`src/sv/lbsph_pkg.sv`:
```
package lbsph_pkg;

   localparam int NUM_BANDS_DEF = 32;
   localparam int LOG_TABLE_DEPTH_DEF = 256;
   localparam int OPQ_DEPTH = 4;
   localparam int CSR_INDEX_W = 3;
   localparam int CSR_DATA_W = 16;
   localparam int DIV_NUM_W = 33;
   localparam int DIV_DEN_W = 16;

   localparam logic [18:0] DB_K = 19'd394566;
   localparam logic signed [17:0] DB_ZERO_MAG = -18'sd51200;
   localparam logic [15:0] LEVEL_ONE = 16'd32768;
   localparam logic [15:0] FRAME_COUNT_MAX = 16'hFFFF;

   typedef enum logic [CSR_INDEX_W-1:0] {
      CSR_SCALE_MODE     = 3'd0,
      CSR_AGGREGATE_MODE = 3'd1,
      CSR_NOISE_FLOOR    = 3'd2,
      CSR_LINEAR_GAIN    = 3'd3,
      CSR_DB_FLOOR       = 3'd4,
      CSR_DB_CEILING     = 3'd5
   } csr_index_type;

   typedef enum logic {
      CMD_BIN  = 1'b0,
      CMD_READ = 1'b1
   } cmd_type;

   typedef struct packed {
      logic        cmd;
      logic [4:0]  band;
      logic [15:0] mag_left;
      logic [15:0] mag_right;
      logic        last_of_band;
      logic        last_of_frame;
   } req_type;

   typedef struct packed {
      logic [15:0] level_left;
      logic [15:0] level_right;
      logic        have_data;
   } rsp_type;

   typedef struct packed {
      cmd_type     kind;
      logic [4:0]  band;
      logic [15:0] max_left;
      logic [15:0] max_right;
      logic        merge;
      logic        frame_end;
   } op_type;

   typedef struct packed {
      logic               scale_mode;
      logic               aggregate_mode;
      logic [15:0]        noise_floor;
      logic [15:0]        linear_gain;
      logic signed [15:0] db_floor;
      logic signed [15:0] db_ceiling;
   } cfg_type;

   function automatic logic [15:0] log_squarings(input logic [63:0] v0);
      logic [63:0] v;
      logic [15:0] r;
      v = v0;
      r = '0;
      for (int k = 0; k < 16; k++) begin
         v = (v * v) >> 30;
         r = {r[14:0], 1'b0};
         if (v >= 64'h8000_0000) begin
            r[0] = 1'b1;
            v = v >> 1;
         end
      end
      return r;
   endfunction

endpackage

```
`src/sv/lbsph_div.sv`:
```
module lbsph_div (
   input  logic                             clock,
   input  logic                             reset,
   input  logic                             start,
   input  logic [lbsph_pkg::DIV_NUM_W-1:0]  num,
   input  logic [lbsph_pkg::DIV_DEN_W-1:0]  den,
   output logic                             busy,
   output logic                             done,
   output logic [lbsph_pkg::DIV_NUM_W-1:0]  quo
);

   localparam int NW = lbsph_pkg::DIV_NUM_W;
   localparam int DW = lbsph_pkg::DIV_DEN_W;
   localparam int CW = $clog2(NW + 1);

   logic [NW-1:0] quo_ff;
   logic [DW-1:0] rem_ff;
   logic [DW-1:0] den_ff;
   logic [CW-1:0] count_ff;
   logic          busy_ff;
   logic          done_ff;
   logic [DW:0]   rem_sh;
   logic [DW:0]   rem_diff;
   logic          bit_q;

   always_comb begin
      rem_sh   = {rem_ff, quo_ff[NW-1]};
      rem_diff = rem_sh - {1'b0, den_ff};
      bit_q    = rem_sh >= {1'b0, den_ff};
   end

   always_ff @(posedge clock) begin
      if (reset) begin
         busy_ff  <= 1'b0;
         done_ff  <= 1'b0;
         count_ff <= '0;
      end else begin
         done_ff <= 1'b0;
         if (start && !busy_ff) begin
            busy_ff  <= 1'b1;
            quo_ff   <= num;
            rem_ff   <= '0;
            den_ff   <= den;
            count_ff <= CW'(NW);
         end else if (busy_ff) begin
            quo_ff   <= {quo_ff[NW-2:0], bit_q};
            rem_ff   <= bit_q ? rem_diff[DW-1:0] : rem_sh[DW-1:0];
            count_ff <= count_ff - 1'b1;
            if (count_ff == CW'(1)) begin
               busy_ff <= 1'b0;
               done_ff <= 1'b1;
            end
         end
      end
   end

   assign busy = busy_ff;
   assign done = done_ff;
   assign quo  = quo_ff;

endmodule

```
`src/sv/lbsph_back.sv`:
```
module lbsph_back #(
   parameter int NUM_BANDS       = lbsph_pkg::NUM_BANDS_DEF,
   parameter int LOG_TABLE_DEPTH = lbsph_pkg::LOG_TABLE_DEPTH_DEF
) (
   input  logic               clock,
   input  logic               reset,
   input  lbsph_pkg::cfg_type cfg,
   input  logic               cfg_clear,
   input  logic               q_empty,
   output logic               q_pop,
   input  lbsph_pkg::op_type  q_data,
   output logic               out_valid,
   output lbsph_pkg::rsp_type out_data,
   input  logic               out_pop
);

   localparam int BAND_AW   = (NUM_BANDS > 1) ? $clog2(NUM_BANDS) : 1;
   localparam int TAB_AW    = $clog2(LOG_TABLE_DEPTH);
   localparam int DEPTH_W   = $clog2(LOG_TABLE_DEPTH + 1);
   localparam int IDX_PW    = 15 + DEPTH_W;
   localparam int LAST_BAND = ((NUM_BANDS < 32) ? NUM_BANDS : 32) - 1;

   typedef enum logic [4:0] {
      S_IDLE, S_FETCH, S_SUB, S_LINMUL, S_NORM, S_IDX, S_TAB, S_LOGMUL, S_DB,
      S_DIVWAIT, S_CHAN, S_MERGE, S_FRAME, S_RDDIV, S_RDWAIT, S_RDNEXT, S_OUT
   } state_type;

   logic [15:0] log_rom [LOG_TABLE_DEPTH];

   for (genvar g = 0; g < LOG_TABLE_DEPTH; g++) begin : g_rom
      localparam logic [63:0] V0 =
         ((64'(LOG_TABLE_DEPTH) + 64'(g)) << 30) / LOG_TABLE_DEPTH;
      assign log_rom[g] = lbsph_pkg::log_squarings(V0);
   end

   state_type          state_ff;
   lbsph_pkg::op_type  op_ff;
   logic [63:0]        slot_ff;
   logic               slot_valid_ff;
   logic               ch_ff;
   logic [15:0]        m_ff;
   logic [3:0]         e_ff;
   logic [15:0]        x_ff;
   logic [TAB_AW-1:0]  idx_ff;
   logic [15:0]        tab_ff;
   logic [39:0]        prod_ff;
   logic               neg_ff;
   logic signed [31:0] lvl_ff [2];
   logic [15:0]        fc_ff;
   logic [NUM_BANDS-1:0] valid_ff;
   lbsph_pkg::rsp_type pend_ff;
   logic               out_valid_ff;
   lbsph_pkg::rsp_type out_ff;
   logic [63:0]        store_mem [NUM_BANDS];

   logic [BAND_AW-1:0] q_idx;
   logic [BAND_AW-1:0] op_idx;
   logic               in_range;
   logic signed [31:0] slot_left;
   logic signed [31:0] slot_right;
   logic signed [31:0] slot_cur;
   logic [15:0]        rm;
   logic [15:0]        m_in;
   logic [31:0]        lin_prod;
   logic [3:0]         e_in;
   logic [15:0]        x_in;
   logic [IDX_PW-1:0]  idx_prod;
   logic [20:0]        lneg;
   logic [39:0]        db_sum;
   logic [15:0]        db_q;
   logic signed [17:0] db;
   logic signed [18:0] diff;
   logic signed [16:0] range;
   logic [18:0]        diff_mag;
   logic [16:0]        range_mag;
   logic               rd_divide;
   logic               div_start;
   logic               div_busy;
   logic               div_done;
   logic [lbsph_pkg::DIV_NUM_W-1:0] div_num;
   logic [lbsph_pkg::DIV_DEN_W-1:0] div_den;
   logic [lbsph_pkg::DIV_NUM_W-1:0] div_quo;
   logic signed [31:0] merge_left;
   logic signed [31:0] merge_right;
   logic               out_free;

   function automatic logic signed [31:0] merge_val(input logic signed [31:0] slot,
                                                    input logic signed [31:0] lv,
                                                    input logic first,
                                                    input logic avg);
      logic signed [32:0] sum;
      logic signed [31:0] r;
      sum = 33'(slot) + 33'(lv);
      if (first) begin
         r = lv;
      end else if (avg) begin
         if (sum > 33'sh0_7FFF_FFFF) begin
            r = 32'sh7FFF_FFFF;
         end else if (sum < -33'sh0_8000_0000) begin
            r = -32'sh8000_0000;
         end else begin
            r = sum[31:0];
         end
      end else begin
         r = (lv > slot) ? lv : slot;
      end
      return r;
   endfunction

   function automatic logic [15:0] clamp_lvl(input logic signed [31:0] v);
      logic [15:0] r;
      if (v < 0) begin
         r = '0;
      end else if (v > 32'sd32768) begin
         r = lbsph_pkg::LEVEL_ONE;
      end else begin
         r = v[15:0];
      end
      return r;
   endfunction

   assign q_idx    = BAND_AW'(q_data.band);
   assign op_idx   = BAND_AW'(op_ff.band);
   assign in_range = {4'b0, op_ff.band} < 9'(NUM_BANDS);
   assign q_pop    = (state_ff == S_IDLE) && !q_empty;
   assign out_free = !out_valid_ff || out_pop;

   always_comb begin
      slot_left  = slot_valid_ff ? $signed(slot_ff[63:32]) : 32'sd0;
      slot_right = slot_valid_ff ? $signed(slot_ff[31:0]) : 32'sd0;
      slot_cur   = ch_ff ? slot_right : slot_left;

      rm   = ch_ff ? op_ff.max_right : op_ff.max_left;
      m_in = (rm > cfg.noise_floor) ? rm - cfg.noise_floor : 16'd0;

      lin_prod = m_ff * cfg.linear_gain;

      e_in = '0;
      for (int b = 0; b < 16; b++) begin
         if (m_ff[b]) begin
            e_in = 4'(b);
         end
      end
      x_in = m_ff << (4'd15 - e_in);

      idx_prod = IDX_PW'(x_ff[14:0]) * IDX_PW'(LOG_TABLE_DEPTH);

      lneg = {5'd16 - {1'b0, e_ff}, 16'd0} - {5'd0, tab_ff};

      db_sum = prod_ff + 40'hFF_FFFF;
      db_q   = 16'(db_sum >> 24);
      db     = (m_ff == '0) ? lbsph_pkg::DB_ZERO_MAG : -$signed({2'b00, db_q});
      diff   = 19'(db) - 19'(cfg.db_floor);
      range  = 17'(cfg.db_ceiling) - 17'(cfg.db_floor);
      diff_mag  = diff[18] ? 19'(-diff) : 19'(diff);
      range_mag = range[16] ? 17'(-range) : 17'(range);

      rd_divide = cfg.aggregate_mode && (fc_ff != '0) && !slot_cur[31];

      div_start = ((state_ff == S_DB) && (range != '0)) ||
                  ((state_ff == S_RDDIV) && rd_divide);
      if (state_ff == S_DB) begin
         div_num = lbsph_pkg::DIV_NUM_W'({diff_mag[15:0], 15'd0});
         div_den = range_mag[15:0];
      end else begin
         div_num = lbsph_pkg::DIV_NUM_W'(slot_cur[30:0]);
         div_den = fc_ff;
      end

      merge_left  = merge_val(slot_left, lvl_ff[0], fc_ff == '0, cfg.aggregate_mode);
      merge_right = merge_val(slot_right, lvl_ff[1], fc_ff == '0, cfg.aggregate_mode);
   end

   lbsph_div u_div (
      .clock (clock),
      .reset (reset),
      .start (div_start),
      .num   (div_num),
      .den   (div_den),
      .busy  (div_busy),
      .done  (div_done),
      .quo   (div_quo)
   );

   always_ff @(posedge clock) begin
      if (state_ff == S_IDLE && !q_empty) begin
         slot_ff       <= store_mem[q_idx];
         slot_valid_ff <= valid_ff[q_idx];
      end
      if (state_ff == S_MERGE) begin
         store_mem[op_idx] <= {merge_left, merge_right};
      end
   end

   always_ff @(posedge clock) begin
      if (reset) begin
         state_ff     <= S_IDLE;
         fc_ff        <= '0;
         valid_ff     <= '0;
         out_valid_ff <= 1'b0;
         ch_ff        <= 1'b0;
      end else begin
         if (out_valid_ff && out_pop && state_ff != S_OUT) begin
            out_valid_ff <= 1'b0;
         end
         case (state_ff)
            S_IDLE: begin
               if (!q_empty) begin
                  op_ff    <= q_data;
                  state_ff <= S_FETCH;
               end
            end
            S_FETCH: begin
               ch_ff <= 1'b0;
               if (op_ff.kind == lbsph_pkg::CMD_READ) begin
                  if (in_range) begin
                     state_ff <= S_RDDIV;
                  end else begin
                     pend_ff  <= '0;
                     state_ff <= S_OUT;
                  end
               end else if (op_ff.merge && in_range) begin
                  state_ff <= S_SUB;
               end else begin
                  state_ff <= S_FRAME;
               end
            end
            S_SUB: begin
               m_ff     <= m_in;
               state_ff <= cfg.scale_mode ? S_NORM : S_LINMUL;
            end
            S_LINMUL: begin
               lvl_ff[ch_ff] <= $signed({9'd0, lin_prod[31:9]});
               state_ff      <= S_CHAN;
            end
            S_NORM: begin
               e_ff     <= e_in;
               x_ff     <= x_in;
               state_ff <= S_IDX;
            end
            S_IDX: begin
               idx_ff   <= TAB_AW'(idx_prod >> 15);
               state_ff <= S_TAB;
            end
            S_TAB: begin
               tab_ff   <= log_rom[idx_ff];
               state_ff <= S_LOGMUL;
            end
            S_LOGMUL: begin
               prod_ff  <= 40'(lneg) * 40'(lbsph_pkg::DB_K);
               state_ff <= S_DB;
            end
            S_DB: begin
               neg_ff <= diff[18] ^ range[16];
               if (range == '0) begin
                  lvl_ff[ch_ff] <= diff[18] ? 32'sd0 : 32'sd32768;
                  state_ff      <= S_CHAN;
               end else begin
                  state_ff <= S_DIVWAIT;
               end
            end
            S_DIVWAIT: begin
               if (div_done) begin
                  lvl_ff[ch_ff] <= neg_ff ? -$signed(div_quo[31:0]) : $signed(div_quo[31:0]);
                  state_ff      <= S_CHAN;
               end
            end
            S_CHAN: begin
               if (!ch_ff) begin
                  ch_ff    <= 1'b1;
                  state_ff <= S_SUB;
               end else begin
                  state_ff <= S_MERGE;
               end
            end
            S_MERGE: begin
               valid_ff[op_idx] <= 1'b1;
               state_ff         <= S_FRAME;
            end
            S_FRAME: begin
               if (op_ff.frame_end && fc_ff != lbsph_pkg::FRAME_COUNT_MAX) begin
                  fc_ff <= fc_ff + 1'b1;
               end
               state_ff <= S_IDLE;
            end
            S_RDDIV: begin
               if (rd_divide) begin
                  state_ff <= S_RDWAIT;
               end else begin
                  lvl_ff[ch_ff] <= slot_cur;
                  state_ff      <= S_RDNEXT;
               end
            end
            S_RDWAIT: begin
               if (div_done) begin
                  lvl_ff[ch_ff] <= $signed(div_quo[31:0]);
                  state_ff      <= S_RDNEXT;
               end
            end
            S_RDNEXT: begin
               if (!ch_ff) begin
                  ch_ff    <= 1'b1;
                  state_ff <= S_RDDIV;
               end else begin
                  pend_ff.level_left  <= (fc_ff != '0) ? clamp_lvl(lvl_ff[0]) : 16'd0;
                  pend_ff.level_right <= (fc_ff != '0) ? clamp_lvl(lvl_ff[1]) : 16'd0;
                  pend_ff.have_data   <= fc_ff != '0;
                  valid_ff[op_idx]    <= 1'b0;
                  if (op_ff.band == 5'(LAST_BAND)) begin
                     fc_ff <= '0;
                  end
                  state_ff <= S_OUT;
               end
            end
            S_OUT: begin
               if (out_free) begin
                  out_ff       <= pend_ff;
                  out_valid_ff <= 1'b1;
                  state_ff     <= S_IDLE;
               end else if (out_pop) begin
                  out_valid_ff <= 1'b0;
               end
            end
            default: begin
               state_ff <= S_IDLE;
            end
         endcase
         if (cfg_clear) begin
            fc_ff    <= '0;
            valid_ff <= '0;
         end
      end
   end

   assign out_valid = out_valid_ff;
   assign out_data  = out_ff;

   assert property (@(posedge clock) disable iff (reset) div_start |-> !div_busy)
      else $error("Divider started while still busy.");

   assert property (@(posedge clock) disable iff (reset)
      out_valid_ff |-> (out_ff.level_left <= lbsph_pkg::LEVEL_ONE &&
                        out_ff.level_right <= lbsph_pkg::LEVEL_ONE))
      else $error("Result level exceeds one.");

   assert property (@(posedge clock) disable iff (reset)
      (out_valid_ff && !out_ff.have_data) |->
      (out_ff.level_left == 16'd0 && out_ff.level_right == 16'd0))
      else $error("Nonzero level without data.");

   assert property (@(posedge clock) disable iff (reset)
      (state_ff == S_OUT && out_valid_ff && !out_pop) |=> (state_ff == S_OUT))
      else $error("Result register overwritten before it was taken.");

endmodule

```
`config.mk`:
```
export PLATFORM = sky130hd
export DESIGN_NAME = lbsph_back
export DESIGN_NICKNAME = d
export VERILOG_FILES = /design/src/sv/lbsph_pkg.sv /design/src/sv/lbsph_div.sv /design/src/sv/lbsph_back.sv
export SDC_FILE = /design/constraint.sdc
export NUM_CORES = 2
export LEC_CHECK = 0
export ABC_AREA = 1
export BUFFER_PORTS_ARGS = -buffer_cell sky130_fd_sc_hd__buf_2
export CAP_MARGIN = 20
export CELL_PAD_IN_SITES_DETAIL_PLACEMENT = 1
export CELL_PAD_IN_SITES_GLOBAL_PLACEMENT = 2
export CORE_MARGIN = 3
export CORE_UTILIZATION = 30
export DETAILED_ROUTE_END_ITERATION = 12
export PLACE_DENSITY = 0.62
export REMOVE_ABC_BUFFERS = 1
export SYNTH_ARGS = -nofsm -noshare
export SYNTH_HDL_FRONTEND = slang
export SYNTH_HIERARCHICAL = 1
export SYNTH_SLANG_ARGS = --single-unit
export TNS_END_PERCENT = 10
```
`constraint.sdc`:
```
create_clock -name clock -period 11.2 [get_ports clock]
set_clock_uncertainty 0.05 [all_clocks]
set_input_delay 1.12 -clock clock [delete_from_list [all_inputs] [get_ports clock]]
set_output_delay 1.12 -clock clock [all_outputs]
set_load 0.02 [all_outputs]
```
### Word level (Yosys, flattened, before mapping)

Memory sizes are Yosys's and may differ from the RTL's. A register that Yosys moved wholly into a read port is not among the register bits.
Index checks and enable logic that the tools add are counted.

| operators by class | value |
|---|---|
| bitwise operators | 13 |
| order comparisons | 15 |
| $mul | 2 |
| reduce and logical (&&, ||, !) cells | 48 |
| multiplexer cells | 99 |
| equal/unequal tests | 27 |
| shift-type cells | 1 |
| add/subtract/negate cells | 16 |

Operators with widths:

| cell | count |
|---|---|
| $mux 32 | 19 |
| $mux 16 | 12 |
| $pmux 5 s16 | 1 |
| $add 32x32->33 | 2 |
| $gt 33x32->1 const B | 2 |
| $lt 33x32->1 const B | 2 |
| $mux 33 | 2 |
| $gt 32x17->1 const B | 2 |
| $gt 32x32->1 | 2 |
| $lt 32x1->1 const B | 2 |
| $pmux 32 s2 | 1 |
| $mux 4 | 12 |
| $add 40x24->40 const B | 1 |
| $eq 5x4->1 const B | 8 |
| $mul 21x18->39 const B | 1 |
| $and 32x32->32 | 1 |
| $logic_not 16->1 | 2 |
| $mul 16x16->32 | 1 |
| $mux 1 | 32 |
| $neg 16->16 | 2 |
| $neg 32->32 | 1 |
| $not 32->32 | 1 |
| $or 32x32->32 | 1 |
| $pmux 16 s2 | 1 |
| 49 further kinds | 110 |

| word-level totals | value |
|---|---|
| RAM bits | 2,112 |
| memories | 3 |
| bits in read-only memories | 4,096 |
| register bits | 318 |
| input bits | 111 |
| word-level logic and storage cells | 257 |
| output and inout port bits | 35 |

Memories:

| memory | words | width | read ports | clocked after memory_dff | wr ports | line | RTL |
|---|---|---|---|---|---|---|---|
| (no name shown) | 256 | 16 | 1 | 1 | 0 | lbsph_back.sv:246 | `tab_ff <= log_rom[idx_ff];` |
| store_mem | 32 | 64 | 1 | 1 | 1 | lbsph_back.sv:54 | `logic [63:0] store_mem [NUM_BANDS];` |
| lvl_ff | 2 | 32 | 2 | 0 | 1 | lbsph_back.sv:48 | `logic signed [31:0] lvl_ff [2];` |

### Logic depth before layout (Yosys ltp)

| depth | value |
|---|---|
| depth in word-level cells | 17 |
| gate-level depth with buffers | 35 |
| mapped depth without buffers | 35 |

### Modules after synthesis

Netlist, hierarchy kept.

By module, submodules not included:

| module | seq. area each (um^2) | instances | cells each | area an instance (um^2) |
|---|---|---|---|---|
| lbsph_back | 72,419.5 | 1 | 12,770 | 127,436.0 |
| lbsph_div | 2,112.0 | 1 | 456 | 4,185.3 |

### Worst setup path before layout

Ideal clock, no wire load.

| timing path | value |
|---|---|
| kind | input -> register |
| from | input port cfg[47] (netlist name) |
| to | memory lvl_ff[0][9], data pin |
| buffers on the path | 2 |
| stages | 23 |
| setup slack | 4.446 ns |
| data required time | 10.891 ns |
| library setup time | 0.259 ns |
| data arrival time | 6.445 ns |
| cells stage by stage | clkbuf_1 clkbuf_1 nand2_1 fa_1 fa_1 inv_1 fa_1 fa_1 fa_1 inv_1 fa_1 inv_1 ha_1 nand2_1 nand2_1 a31oi_1 o21ai_0 a21oi_1 o21ai_0 xnor2_1 nor2_2 o21bai_2 nand2_1 |

| between the ends | value |
|---|---|
| word-level cells in the longest chain between the ends | 5 |

RTL lines:

| item | line | RTL |
|---|---|---|
| from (decl) | lbsph_back.sv:7 | `input lbsph_pkg::cfg_type cfg,` |
| $mul 16x16->32 | lbsph_back.sv:136 | `lin_prod = m_ff * cfg.linear_gain;` |
| $mux 32 (no line) (4 in a row) | -- |  |
| to (decl) | lbsph_back.sv:48 |  |

Every way passes these cells.

### Worst setup path after layout

| timing path | value |
|---|---|
| from | register tab_ff[0] |
| to | register prod_ff[39], data pin |

| between the ends | value |
|---|---|
| word-level cells in the longest chain between the ends | 2 |

RTL lines:

| item | line | RTL |
|---|---|---|
| from (decl) | lbsph_back.sv:45 | `logic [15:0] tab_ff;` |
| $sub 21x16->21 | lbsph_back.sv:148 | `lneg = {5'd16 - {1'b0, e_ff}, 16'd0} - {5'd0, tab_ff};` |
| $mul 21x18->39 | lbsph_back.sv:250 | `prod_ff <= 40'(lneg) * 40'(lbsph_pkg::DB_K);` |
| to (signal assigned) | lbsph_back.sv:250 |  |
| to (decl) | lbsph_back.sv:46 | `logic [39:0] prod_ff;` |

Every way passes these cells.
A chain may end at the register's enable or synchronous reset.

==> run_results.csv <==
group,metric,value,unit
timing,highest_achievable_clock_rate,141,MHz
logic_synthesis,synth_xor_area_frac,0.0110,
finish,final_design_area_no_fill,149000,sq um
min_path,holdCritStartpoint,"q_data[28]",
clocking,cts.path.max_buffers,4,
drt,vias_per_cell,5.33,
logic_synthesis,synth_fa_ha_area_frac,0.0890,
clocking,cts_post_setup_buffers_inserted,0,
placed_design,postPlaceCellArea,139000,sq um
logic_synthesis,yosysSeqAreaShare,0.566,
finish,fillerInstances,48600,
timing,grt_setup_unrepaired,"no",
setup_path,worst_r2r_endpoint,"prod_ff[39]",
power_and_ir_drop,cellPowerDensity,204,nW/um^2
timing,time_the_final_worst_path_needs_with_i_o_delays_and_setup,7.10,ns
clocking,cts-htree-levels,5,
drt,drt-initial-drc-count,7938,
die,initial_core_util,0.302,
drt,wl_per_cell,28.3,um
setup_path,most_used_cell_cp,"sky130_fd_sc_hd__inv_1",
timing,postLayoutSetupSlackWorst,4.10,ns
setup_path,timing.critical_path.from_type,"register",
power_and_ir_drop,total_leakage_power,0.0571,uW
setup_path,timing.critical_path.slowest_cell_delay,0.58,ns
global_routing,via_count_of_the_first_global_routing_pass,107000,
logic_synthesis,post_synth_mux_area_share,0.00289,
setup_path,worstPathArrival,7.66,ns
setup_path,r2r.worst_path.cells,29,
die,floorplan.io_pins,146,
logic_synthesis,synth_top_cell_area_share,0.557,
drt,drt_wl_total,544000,um
logic_synthesis,number_of_synthesized_flops_with_an_enable_pin,2440,
clocking,clkTransAtPathRegs,0.06,ns
logic_synthesis,synth.distinct_cells,73,
logic_synthesis,largest_family_of_logic_cells_by_synthesized_area,"simple AND/OR/NAND/NOR gates",
clocking,root_buffer,"sky130_fd_sc_hd__clkbuf_16",
die,core.rowCount,242,
timing,worstMarginPinSlew,1.24,ns
setup_path,endpoint_kind,"register",
clocking,insertion_delay,0.93,ns
placed_design,dp_hpwl,348000,um
clocking,clock_buffer_count_from_cts,301,
die,die_w,668,um
logic_synthesis,yosys.area_share.simple,0.150,
finish,finalNetCount,14100,
logic_synthesis,yosys.area.top_type,"sky130_fd_sc_hd__edfxtp_1",
logic_synthesis,asyncSetResetFlopFracSynth,0,
die,die_y,668,um
placed_design,port_buffers,145,
setup_path,critPathSlowestCell,"sky130_fd_sc_hd__edfxtp_1",
placed_design,dp_slack,3.84,ns
timing,max-slew-margin-rel,0.162,
timing,finalSetupViolations,0,
drt,route.vias.total,102000,
power_and_ir_drop,vdd_drop_max,0.239,mV
logic_synthesis,synth_seq_cells,2503,
setup_path,setup.worst_path.start,"tab_ff[0]",
global_routing,grt_antenna_before_repair,18,
setup_path,r2r-start,"tab_ff[0]",
logic_synthesis,post_synthesis_area_per_instance,9.95,sq um
global_routing,globalRouteOverflowTotal,0,
logic_synthesis,synth.yosys.warnings,6,
placed_design,dp_cells,18600,
min_path,timing.hold.worst_endpoint,"op_ff[28]",
logic_synthesis,netlist_instances,13200,
clocking,sinks_on_clock_net,2503,
setup_path,rrSetupSlack,4.10,ns
placed_design,gp_routability_congestion,0.902,
setup_path,worst-setup-path-type,"reg2reg",
drt,dr.pass1.iters,5,
min_path,min-delay-path-class,"in2reg",
global_routing,grt_pass1_wl,778000,um
timing,period_share,0.634,
die,die_area,447000,sq um
finish,post_layout_nonfiller_instances,19200,
clocking,clock_tree_from_tritoncts,"built",
finish,layout-drive-gt1-share,0.0732,
job,number_of_violations_of_the_max_capacitance_limit,0,
min_path,worstHoldPathCells,1,
finish,syn_to_final_growth,13.3,%
setup_path,worst_ep_required_time,11.76,ns
timing,final_max_slew_viol_count,0,
logic_synthesis,compound_gate_portion_of_the_synthesized_area,0.123,
drt,ant_nets,0,
clocking,post_cts_hold_buffer_count,0,
logic_synthesis,area_of_the_mapped_netlist,132000,sq um
die,placeableCoreArea,436000,sq um
global_routing,grt_start_max_net_pins,166,
status,run_status,"completed",
drt,post-route-drc-count,0,
clocking,post_cts_resized,0,
global_routing,global_route_total_usage_across_every_layer,0.238,
logic_synthesis,synth_ff_type,"sky130_fd_sc_hd__edfxtp_1",
timing,final-hold-violation-count,0,
setup_path,worst-path-max-fanout,10,
logic_synthesis,ys_top_cells_by_area,"sky130_fd_sc_hd__edfxtp_1, sky130_fd_sc_hd__nand2_1, sky130_fd_sc_hd__o21ai_0, sky130_fd_sc_hd__nor2_1, sky130_fd_sc_hd__ha_1",
## cells in the mapped netlist, types with 7 or more instances
library cell and count:
sky130_fd_sc_hd__nand3b_1 21, sky130_fd_sc_hd__nand2_2 17, sky130_fd_sc_hd__clkbuf_1 549, sky130_fd_sc_hd__o32ai_1 7
sky130_fd_sc_hd__or2_2 20, sky130_fd_sc_hd__xor2_1 117, sky130_fd_sc_hd__a21o_1 13, sky130_fd_sc_hd__o22ai_1 569
sky130_fd_sc_hd__o21ai_0 1581, sky130_fd_sc_hd__a31oi_1 45, sky130_fd_sc_hd__o21bai_2 9, sky130_fd_sc_hd__o2111ai_1 9
sky130_fd_sc_hd__xnor2_1 47, sky130_fd_sc_hd__nand3_1 443, sky130_fd_sc_hd__nor2_1 1874, sky130_fd_sc_hd__buf_2 81
sky130_fd_sc_hd__nor4_1 31, sky130_fd_sc_hd__mux2_2 32, sky130_fd_sc_hd__a21oi_1 427, sky130_fd_sc_hd__o211ai_1 42
sky130_fd_sc_hd__nor2_2 15, sky130_fd_sc_hd__a211oi_1 9, sky130_fd_sc_hd__a221oi_1 9, sky130_fd_sc_hd__inv_2 17
sky130_fd_sc_hd__o221ai_1 55, sky130_fd_sc_hd__inv_1 1296, sky130_fd_sc_hd__edfxtp_1 2440, sky130_fd_sc_hd__o31ai_1 31
sky130_fd_sc_hd__and2_1 9, sky130_fd_sc_hd__nand2_1 2145, sky130_fd_sc_hd__o21a_1 22, sky130_fd_sc_hd__fa_1 271
sky130_fd_sc_hd__dfxtp_1 63, sky130_fd_sc_hd__nand4_1 142, sky130_fd_sc_hd__o311ai_0 14, sky130_fd_sc_hd__ha_1 503
sky130_fd_sc_hd__o21bai_1 21, sky130_fd_sc_hd__nor3_1 92, sky130_fd_sc_hd__buf_1 55
## state kept, by name (all words and copies together), names as in the netlist, 16 cells and up, named ones only
register and count:
prod_ff 39, lvl_ff 64, fc_ff 16, u_div/rem_ff 16, store_mem 2048, tab_ff 16
u_div/quo 33, slot_ff 64, m_ff 16, op_ff 35, out_data 33, pend_ff 33
u_div/den_ff 16
## placed cells by master, fill, tap and decap left out, types with 117 or more instances in the layout
cell                        Yosys  final
sky130_fd_sc_hd__buf_4          1    216
sky130_fd_sc_hd__clkbuf_16      0    303
sky130_fd_sc_hd__nand4_1      142    142
sky130_fd_sc_hd__nand2_1     2145   2142
sky130_fd_sc_hd__edfxtp_1    2440   2440
sky130_fd_sc_hd__buf_2         81    140
sky130_fd_sc_hd__nor2_1      1874   1856
sky130_fd_sc_hd__xor2_1       117    117
sky130_fd_sc_hd__inv_1       1296   1267
sky130_fd_sc_hd__ha_1         503    503
sky130_fd_sc_hd__o21ai_0     1581   1581
sky130_fd_sc_hd__fa_1         271    271
sky130_fd_sc_hd__o22ai_1      569    569
sky130_fd_sc_hd__nand3_1      443    443
sky130_fd_sc_hd__a21oi_1      427    427
## area by class of cell
class	count	area, sq um	share of cell area
Inverter	1319	5100	0.0342
Timing Repair Buffer	408	3510	0.0235
Antenna cell	6	15.0	0.000101
Clock buffer	375	7910	0.0531
Sequential cell	2503	74500	0.500
Tap cell	5734	7170	0.0481
Clock inverter	157	1310	0.00878
Multi-Input combinational cell	8715	49600	0.332
## report_power, final
| group | total [uW] | switching [uW] | internal [uW] |
|---|---|---|---|
| Combinational | 9950 | 6800 | 3150 |
| Clock | 9440 | 4030 | 5410 |
| Sequential | 11100 | 142 | 11000 |
## metal layers
metal	share of wire	GRT usage	wire length [um]
met5	0	0	0
met1	0.45	0.319	244000
met3	0.038	0.0196	20400
met2	0.48	0.406	262000
met4	0.034	0.0744	18500
## through the flow
stage | utilization | setup TNS, ns | hold WS [ns] | power (uW)
detailed placement | 0.319 | 0 | 0.356 | 21300
global placement | 0.319 | 0 | 0.353 | 21300
floorplan | - | -282.00 | 0.350 | 17700
CTS | 0.340 | 0 | 0.264 | 30800
global route | 0.342 | 0 | 0.294 | 32300
finish | 0.342 | 0 | 0.358 | 30500
## cells by family after synthesis
kind of cell	Yosys count
AND/OR/NAND/NOR	4841
AO/OA/AOI/OAI	2899
flip-flops	2503
buffers and inverters	2009
adder cells (fa/ha/maj)	774
XOR/XNOR	165
multiplexers	34
other	1
## how the worst max path moves through the flow
stage                                to
after global routing        prod_ff[39]
after CTS                   prod_ff[39]
after detailed placement  lvl_ff[0][22]
final                       prod_ff[39]
after global placement    lvl_ff[0][22]
after floorplan             slot_ff[26]
## critical path, delay by kind of cell, from the launching register on
family | cells | cell delay, ns
buffers and inverters | 7 | 0.45
xor gates and xnor gates | 2 | 0.45
adders and majority gates | 6 | 2.57
DFF | 1 | 0.58
and+or+nand+nor | 14 | 2.75
No activity file was read; power rests on OpenSTA's default activity.
